## config.mk

```make
export PLATFORM = sky130hd
export DESIGN_NAME = ansi_sgr_color_decoder_top
export DESIGN_NICKNAME = d
export VERILOG_FILES = /design/src/rtl/core/asgr_pkg.sv /design/src/rtl/core/asgr_in_reg.sv /design/src/rtl/core/asgr_core.sv /design/src/rtl/core/ansi_sgr_color_decoder_top.sv
export VERILOG_INCLUDE_DIRS = /design/src /design/src/rtl/core
export SDC_FILE = /design/constraint.sdc
export NUM_CORES = 1
export LEC_CHECK = 0
export ABC_AREA = 1
export BUFFER_PORTS_ARGS = -buffer_cell sky130_fd_sc_hd__buf_4
export CAP_MARGIN = 20
export CORE_MARGIN = 2
export CORE_UTILIZATION = 55
export DETAILED_ROUTE_END_ITERATION = 7
export PLACE_DENSITY = 0.73
export SLEW_MARGIN = 0
export SYNTH_ARGS = -nofsm -noshare
export SYNTH_HDL_FRONTEND = slang
export SYNTH_SLANG_ARGS = --single-unit
```

## constraint.sdc

```tcl
create_clock -name clk -period 6.7 [get_ports clk]
set_input_delay 1.34 -clock clk [delete_from_list [all_inputs] [get_ports clk]]
set_output_delay 1.34 -clock clk [all_outputs]
set_load 0.05 [all_outputs]
```

## src/rtl/core/ansi_sgr_color_decoder_top_defines.svh

```systemverilog
// Assertion macros shared by the ANSI SGR decoder RTL.
// Each macro expects clk and rst_n in scope at the point of use.
`ifndef ANSI_SGR_COLOR_DECODER_TOP_DEFINES_SVH
`define ANSI_SGR_COLOR_DECODER_TOP_DEFINES_SVH

// Same-cycle implication, checked out of reset
`define ASGR_ASSERT_NOW(lbl, ante, cons, msg) \
  lbl: assert property (@(posedge clk) disable iff (!rst_n) (ante) |-> (cons)) \
    else $error(msg);

// Next-cycle implication, checked out of reset
`define ASGR_ASSERT_NEXT(lbl, ante, cons, msg) \
  lbl: assert property (@(posedge clk) disable iff (!rst_n) (ante) |=> (cons)) \
    else $error(msg);

`endif

```

## src/rtl/core/asgr_pkg.sv

```systemverilog
`default_nettype none

package asgr_pkg;

  // Control bytes of an SGR sequence
  localparam logic [7:0] ESC_BYTE  = 8'h1B;
  localparam logic [7:0] OPEN_BYTE = 8'h5B;
  localparam logic [7:0] END_BYTE  = 8'h6D;
  localparam logic [7:0] SEP_BYTE  = 8'h3B;
  localparam logic [7:0] DIGIT_LO  = 8'h30;
  localparam logic [7:0] DIGIT_HI  = 8'h39;

  // SGR codes
  localparam logic [7:0] CODE_RESET  = 8'd0;
  localparam logic [7:0] CODE_BOLD   = 8'd1;
  localparam logic [7:0] CODE_BLINK  = 8'd5;
  localparam logic [7:0] CODE_FG_LO  = 8'd30;
  localparam logic [7:0] CODE_FG_HI  = 8'd37;
  localparam logic [7:0] ACC_MAX     = 8'hFF;

  // Default attribute register value after reset
  localparam logic [7:0] ATTR_RESET = 8'h07;

  typedef enum logic [1:0] {
    MODE_PLAIN = 2'd0,
    MODE_ESC   = 2'd1,
    MODE_SEQ   = 2'd2
  } mode_t;

  // One input word
  typedef struct packed {
    logic [7:0] data;
    logic       last;
  } item_t;

  // One result word
  typedef struct packed {
    logic       text_vld;
    logic [7:0] data;
    logic [7:0] attr;
  } result_t;

  // Foreground bits for codes 30..37, indexed by (code - 30) mod 8
  function automatic logic [2:0] fg_color(input logic [2:0] idx);
    logic [2:0] c;
    case (idx)
      3'd0:    c = 3'd0;
      3'd1:    c = 3'd4;
      3'd2:    c = 3'd2;
      3'd3:    c = 3'd6;
      3'd4:    c = 3'd1;
      3'd5:    c = 3'd5;
      3'd6:    c = 3'd3;
      default: c = 3'd7;
    endcase
    return c;
  endfunction

endpackage

`default_nettype wire

```

## src/rtl/core/asgr_in_reg.sv

```systemverilog
`default_nettype none

module asgr_in_reg (
  input  wire logic           clk,
  input  wire logic           rst_n,
  input  wire logic           in_valid,
  output logic                in_stall,
  input  wire logic [7:0]     in_byte,
  input  wire logic           in_ends_message,
  input  wire logic           advance,
  output logic                item_vld,
  output asgr_pkg::item_t     item
);
  import asgr_pkg::*;

  logic  vld_r, vld_nxt;
  item_t item_r;
  logic  load;

  // Hold the word only while the stage below is blocked
  assign in_stall = vld_r & ~advance;
  assign load     = in_valid & ~in_stall;

  always_comb begin
    vld_nxt = vld_r;
    if (load) begin
      vld_nxt = 1'b1;
    end else if (advance) begin
      vld_nxt = 1'b0;
    end
  end

  always_ff @(posedge clk) begin
    if (!rst_n) begin
      vld_r <= 1'b0;
    end else begin
      vld_r <= vld_nxt;
    end
  end

  // Payload, no reset needed
  always_ff @(posedge clk) begin
    if (load) begin
      item_r.data <= in_byte;
      item_r.last <= in_ends_message;
    end
  end

  assign item_vld = vld_r;
  assign item     = item_r;

endmodule

`default_nettype wire

```

## src/rtl/core/asgr_core.sv

```systemverilog
`default_nettype none

`include "ansi_sgr_color_decoder_top_defines.svh"

module asgr_core (
  input  wire logic            clk,
  input  wire logic            rst_n,
  input  wire logic            fire,
  input  wire asgr_pkg::item_t item,
  input  wire logic [7:0]      cfg_attr,
  output asgr_pkg::result_t    res
);
  import asgr_pkg::*;

  mode_t      mode_r, mode_nxt;
  logic [7:0] acc_r, acc_nxt;
  // intensity {bit7, bit3}, color {bg[2:0], fg[2:0]}
  logic [1:0] int_r, int_nxt;
  logic [5:0] col_r, col_nxt;

  logic [7:0]  b;
  logic        is_digit;
  logic [11:0] acc_x10;
  logic [11:0] acc_sum;
  logic [7:0]  acc_sat;
  logic        text_vld;

  assign b        = item.data;
  assign is_digit = (b >= DIGIT_LO) && (b <= DIGIT_HI);

  // acc * 10 + digit, saturating at 255
  assign acc_x10 = {1'b0, acc_r, 3'b000} + {3'b000, acc_r, 1'b0};
  assign acc_sum = acc_x10 + {8'h00, b[3:0]};
  assign acc_sat = (acc_sum > {4'h0, ACC_MAX}) ? ACC_MAX : acc_sum[7:0];

  // Parser next state and attribute update
  always_comb begin
    mode_nxt = mode_r;
    acc_nxt  = acc_r;
    int_nxt  = int_r;
    col_nxt  = col_r;
    text_vld = 1'b0;
    unique case (mode_r)
      MODE_ESC: begin
        if (b == ESC_BYTE) begin
          mode_nxt = MODE_ESC;
        end else if (b == OPEN_BYTE) begin
          mode_nxt = MODE_SEQ;
          acc_nxt  = 8'h00;
        end else begin
          text_vld = 1'b1;
          mode_nxt = MODE_PLAIN;
        end
      end
      MODE_SEQ: begin
        if (b == ESC_BYTE) begin
          mode_nxt = MODE_ESC;
          acc_nxt  = 8'h00;
        end else if (is_digit) begin
          acc_nxt = acc_sat;
        end else if ((b == END_BYTE) || (b == SEP_BYTE)) begin
          // apply the pending code
          if (acc_r == CODE_RESET) begin
            int_nxt = {cfg_attr[7], cfg_attr[3]};
            col_nxt = {cfg_attr[6:4], cfg_attr[2:0]};
          end else if ((acc_r == CODE_BOLD) || (acc_r == CODE_BLINK)) begin
            int_nxt = {cfg_attr[7], ~cfg_attr[3]};
          end else if (acc_r == CODE_FG_LO) begin
            col_nxt = 6'b111_000;
          end else if ((acc_r > CODE_FG_LO) && (acc_r <= CODE_FG_HI)) begin
            col_nxt = {cfg_attr[6:4], fg_color(acc_r[2:0] - CODE_FG_LO[2:0])};
          end
          acc_nxt = 8'h00;
          if (b == END_BYTE) begin
            mode_nxt = MODE_PLAIN;
          end
        end
      end
      default: begin
        // plain text, and the unused code behaves the same
        if (b == ESC_BYTE) begin
          mode_nxt = MODE_ESC;
          acc_nxt  = 8'h00;
        end else begin
          text_vld = 1'b1;
          mode_nxt = MODE_PLAIN;
        end
      end
    endcase
    if (item.last) begin
      mode_nxt = MODE_PLAIN;
      acc_nxt  = 8'h00;
    end
  end

  // Parser and attribute state
  always_ff @(posedge clk) begin
    if (!rst_n) begin
      mode_r <= MODE_PLAIN;
      acc_r  <= 8'h00;
      int_r  <= {ATTR_RESET[7], ATTR_RESET[3]};
      col_r  <= {ATTR_RESET[6:4], ATTR_RESET[2:0]};
    end else if (fire) begin
      mode_r <= mode_nxt;
      acc_r  <= acc_nxt;
      int_r  <= int_nxt;
      col_r  <= col_nxt;
    end
  end

  // Result word carries the attribute after this byte
  assign res.text_vld = text_vld;
  assign res.data     = text_vld ? b : 8'h00;
  assign res.attr     = {int_nxt[1], col_nxt[5:3], int_nxt[0], col_nxt[2:0]};

  `ASGR_ASSERT_NOW(a_acc_only_in_seq, mode_r != MODE_SEQ, acc_r == 8'h00,
    "code accumulator nonzero outside a sequence")
  `ASGR_ASSERT_NEXT(a_last_clears_parse, fire && item.last,
    (mode_r == MODE_PLAIN) && (acc_r == 8'h00), "parse state not cleared at message end")
  `ASGR_ASSERT_NEXT(a_attr_idle_hold, !fire, $stable(int_r) && $stable(col_r),
    "attribute changed without an accepted word")

endmodule

`default_nettype wire

```

## src/rtl/core/ansi_sgr_color_decoder_top.sv

```systemverilog
// ANSI SGR color decoder.
// Input channel (in_valid / in_stall): one text byte per word, with
// in_ends_message set on the last byte of a message. Escape sequences
// ESC '[' codes 'm' are consumed; other bytes come back as text.
// Output channel (out_valid / out_stall): exactly one result word per
// input word, in order. out_out_valid tells whether out_byte is text;
// out_text_attribute is the console attribute after that byte.
// Config port (cfg_valid / cfg_ready): writes the default attribute word,
// always ready; write it only while no word is in flight.
// A word accepted into the input register passes through the parser into the
// result register, from which the output presents it; a stall can hold it in
// either register. Throughput: one word per cycle while out_stall is low, set by
// the combinational parser update between the two registers.
// Reset (rst_n low, synchronous): both registers empty, parser in plain
// text, default attribute 0x07, current attribute 0x07.
// A stalled result holds; the input register keeps taking words until it
// too is full, then in_stall rises in the same cycle as the back-pressure.
`default_nettype none

`include "ansi_sgr_color_decoder_top_defines.svh"

module ansi_sgr_color_decoder_top (
  input  wire logic       clk,
  input  wire logic       rst_n,
  input  wire logic       in_valid,
  output logic            in_stall,
  input  wire logic [7:0] in_byte,
  input  wire logic       in_ends_message,
  output logic            out_valid,
  input  wire logic       out_stall,
  output logic            out_out_valid,
  output logic [7:0]      out_byte,
  output logic [7:0]      out_text_attribute,
  input  wire logic       cfg_valid,
  output logic            cfg_ready,
  input  wire logic [7:0] cfg_data
);
  import asgr_pkg::*;

  logic       cfg_attr_r;
  logic [7:0] attr_reg_r;
  logic       item_vld;
  item_t      item;
  logic       advance;
  logic       fire;
  result_t    res;
  logic       out_vld_r, out_vld_nxt;
  result_t    res_r;

  // Config register
  assign cfg_ready = 1'b1;

  always_ff @(posedge clk) begin
    if (!rst_n) begin
      attr_reg_r <= ATTR_RESET;
    end else if (cfg_valid && cfg_ready) begin
      attr_reg_r <= cfg_data;
    end
  end

  // Flag a config write for the idle check below
  always_ff @(posedge clk) begin
    if (!rst_n) begin
      cfg_attr_r <= 1'b0;
    end else begin
      cfg_attr_r <= cfg_valid & cfg_ready;
    end
  end

  // Result register may load when empty or being drained
  assign advance = ~out_vld_r | ~out_stall;
  assign fire    = item_vld & advance;

  asgr_in_reg u_in_reg (
    .clk             (clk),
    .rst_n           (rst_n),
    .in_valid        (in_valid),
    .in_stall        (in_stall),
    .in_byte         (in_byte),
    .in_ends_message (in_ends_message),
    .advance         (advance),
    .item_vld        (item_vld),
    .item            (item)
  );

  asgr_core u_core (
    .clk      (clk),
    .rst_n    (rst_n),
    .fire     (fire),
    .item     (item),
    .cfg_attr (attr_reg_r),
    .res      (res)
  );

  // Result register
  always_comb begin
    out_vld_nxt = out_vld_r;
    if (fire) begin
      out_vld_nxt = 1'b1;
    end else if (!out_stall) begin
      out_vld_nxt = 1'b0;
    end
  end

  always_ff @(posedge clk) begin
    if (!rst_n) begin
      out_vld_r <= 1'b0;
    end else begin
      out_vld_r <= out_vld_nxt;
    end
  end

  always_ff @(posedge clk) begin
    if (fire) begin
      res_r <= res;
    end
  end

  assign out_valid          = out_vld_r;
  assign out_out_valid      = res_r.text_vld;
  assign out_byte           = res_r.data;
  assign out_text_attribute = res_r.attr;

  `ASGR_ASSERT_NOW(a_consumed_byte_zero, out_vld_r && !res_r.text_vld,
    res_r.data == 8'h00, "consumed word carries a nonzero byte")
  `ASGR_ASSERT_NOW(a_stall_only_when_full, in_stall,
    item_vld && out_vld_r && out_stall, "input stalled with room downstream")
  `ASGR_ASSERT_NOW(a_cfg_when_idle, cfg_attr_r, !(out_vld_r && item_vld && !advance),
    "config write landed behind a blocked pipeline")

endmodule

`default_nettype wire
```

==> impl_metrics.ini <==
[outcome]
outcome = finished, final reports clean

[run]
maxCapViolCount = 0

[synth]
yosys.area_share.adder_pct = 8.36
async_reset_ff_share_pct = 0
synthFlopType = dfxtp_1
synth-compound-area-share_pct = 8.28
ys_seq_area_share_pct = 44.4
yosysWarnings = 0
synth-simple-area-share_pct = 29.1
ys_types = 34
synth_top_family_by_area = simple AND/OR/NAND/NOR gates
synth_mux_area_share_pct = 0
synth_nets = 422
syn_area_per_cell_um2 = 7.93
syn-cell-area_mm2 = 0.00302
syn_inst = 381
synth-xor-area-share_pct = 1.16
synth-edff-count = 26
ys_ff_latch = 54

[grt]
grt_max_degree = 31
first_global_vias = 2225
antenna_found_initial = 0
overflow = 0
grt_usage_pct = 19.8
grt_pass1_wl_um = 9780

[sta]
finalHoldViolCount = 0
fin_ws_ns = 3.43
fmax_mhz = 306
final.setup.tns_ns = 0
tightest_slew_ns = 0.972
grt_setup_unrepaired = false
period_share_pct = 48.8
maxSlewViolCount = 0
slew_headroom_pct = 35.1
fin_skew_ns = 0.0105
setup_viol = 0
fin_crit_ns = 3.27

[cells_and_area]
mostFrequentLayoutCells = nand2_1 (97), inv_1 (60), buf_4 (40)
fillers = 458
register_area_mm2 = 0.00134
multiInputGateArea_mm2 = 0.00142
fin_nets = 464
synthToLayoutAreaGrowth_pct = 15.5
final_common_cell = nand2_1
drive_gt1_share_pct = 17.9
n_antenna_cell = 0

[critical_path]
rrSetupSlack_ns = 4.16
worst-setup-path-type = input pin to output port
r2r-start = u_in_reg.item[4]$_DFFE_PP_
crit_path_start_kind = input pin
r2r_end = u_core.acc_r[7]$_SDFFE_PN0P_
endpoint = in_stall
worstSetupStartpoint = out_stall
cp.arrival_ns = 1.93
crit_fanout = 3
worstSetupEndpointType = output port
ff2ff_path_depth = 10
cp.required_ns = 5.36

[cts]
cts_resized = 0
ctsHoldBuffers = 0
worstSkewPairLatency_ns = 0.31
post-cts-setup-buffer-count = 0
cts_buffer_depth = 2
cts_tree = yes
cts-root-buf = clkbuf_8
clkTransAtPathRegs_ns = 0.09
numClockSinks = 54
cts_buffers = 5
htreeDepth = 2

[drt]
drc = 0
vias_per_cell = 5.01
wl_um = 5730
dr.pass1.iters = 4
ant_nets = 0
drt_iter0_markers = 133
vias = 2474
routedWlPerCell_um = 11.6

[floorplanning]
initial_core_util_pct = 58.1
die_area_mm2 = 0.00611
rows = 26
io-pin-count = 42
core_mm2 = 0.00520
die_h_um = 78.1
die_x_um = 78.1

[power_and_ir_drop]
peakVddDrop_v = 0.000110
powerDensity_mw_per_mm2 = 194
leakagePower_nw = 1.70

[placed_design]
preCtsSetupSlack_ns = 3.44
dp_hpwl_um = 4410
port_buffers = 40
gp_congestion = 0.851

[hold_path]
hold_class = flop to flop
hold_path_depth = 2
==> through the flow <==
step	area, um2	power, W	hold slack, ns	instances	utilization, %
floorplan	3020	0.000446	0.429	381	-
detailed placement	3390	0.000475	0.452	486	65.0
global placement	3390	0.000472	0.443	486	65.0
CTS	3490	0.000681	0.473	494	67.1
global route	3490	0.000709	0.505	494	67.1
finish	3490	0.000678	0.471	494	67.1
==> cells by family after synthesis <==
| family | Yosys count |
|---|---|
| buf+inv | 68 |
| other cells | 1 |
| fa+ha+maj | 19 |
| compound gates | 42 |
| xor+xnor | 4 |
| flops | 54 |
| simple gates | 193 |
==> layer usage <==
| metal | wire length (um) | part of all wire (%) | vias up | track usage, % |
|---|---|---|---|---|
| li1 | - | - | 1295 | - |
| met4 | 70 | 1.2 | 0 | 5.09 |
| met3 | 247 | 4.3 | 7 | 3.91 |
| met2 | 2600 | 45 | 51 | 32.1 |
| met1 | 2810 | 49 | 1121 | 27.4 |
| met5 | 0 | 0 | - | 0 |
==> layout make-up <==
type | count | area share (%)
clock inverter | 2 | 0.967
inverter | 63 | 6.77
clock buffer | 6 | 2.08
tap | 70 | 2.51
sequential | 54 | 38.4
timing repair buffer | 40 | 8.60
multi-input combinational | 259 | 40.7
==> Yosys cell counts (2+ instances only) <==
cell       n  share of area (%)
fa_1       2                1.3
xnor2_1    3               0.87
o21ai_0   11                1.8
nand2_2    7                1.4
nor2_2     5                1.0
nand2_1   97                 12
nand3_2    2               0.66
nand3_1   25                4.1
nand4_1    6                1.2
edfxtp_1  26                 26
nor3_1     3               0.50
clkbuf_1   2               0.25
ha_1      17                7.0
a21oi_2    9                2.6
o21ai_1    3               0.50
nor2_4     2               0.74
nand3b_1   3               0.74
buf_2      2               0.33
inv_2      2               0.25
nor2_1    39                4.8
dfxtp_1   28                 19
inv_1     60                7.5
a21oi_1   16                2.6
==> worst min path at each step <==
stage	slack (ns)	from	to
2_1_floorplan	0.43	attr_reg_r[1]$_SDFFE_PN1P_	attr_reg_r[1]$_SDFFE_PN1P_
3_3_place_gp	0.44	attr_reg_r[1]$_SDFFE_PN1P_	attr_reg_r[1]$_SDFFE_PN1P_
3_5_place_dp	0.45	attr_reg_r[2]$_SDFFE_PN1P_	attr_reg_r[2]$_SDFFE_PN1P_
4_1_cts	0.47	attr_reg_r[2]$_SDFFE_PN1P_	attr_reg_r[2]$_SDFFE_PN1P_
5_1_grt	0.51	attr_reg_r[1]$_SDFFE_PN1P_	attr_reg_r[1]$_SDFFE_PN1P_
6_report	0.47	attr_reg_r[1]$_SDFFE_PN1P_	attr_reg_r[1]$_SDFFE_PN1P_
==> worst max-delay path, cell delays in order <==
cell and delay [ns]:
buf_4 0.08, nand2_1 0.10, nor2_1 0.18, buf_4 0.23
==> state kept, by name, summed over array words and instances, names as in the netlist <==
register,cells
u_core.col_r,6
out_byte,8
u_core.mode_r,2
u_in_reg.item_vld,1
u_core.acc_r,8
u_core.int_r,2
out_text_attribute,8
out_valid,1
out_out_valid,1
attr_reg_r,8
u_in_reg.item,9
==> power breakdown <==
part | leakage (nW) | internal, W | switching [W] | total (W)
clock | 0.0528 | 0.000110 | 0.000101 | 0.000211
combinational | 1.18 | 0.0000312 | 0.0000611 | 0.0000923
sequential | 0.474 | 0.000366 | 0.00000867 | 0.000375
(Power assumes the default switching activity.)
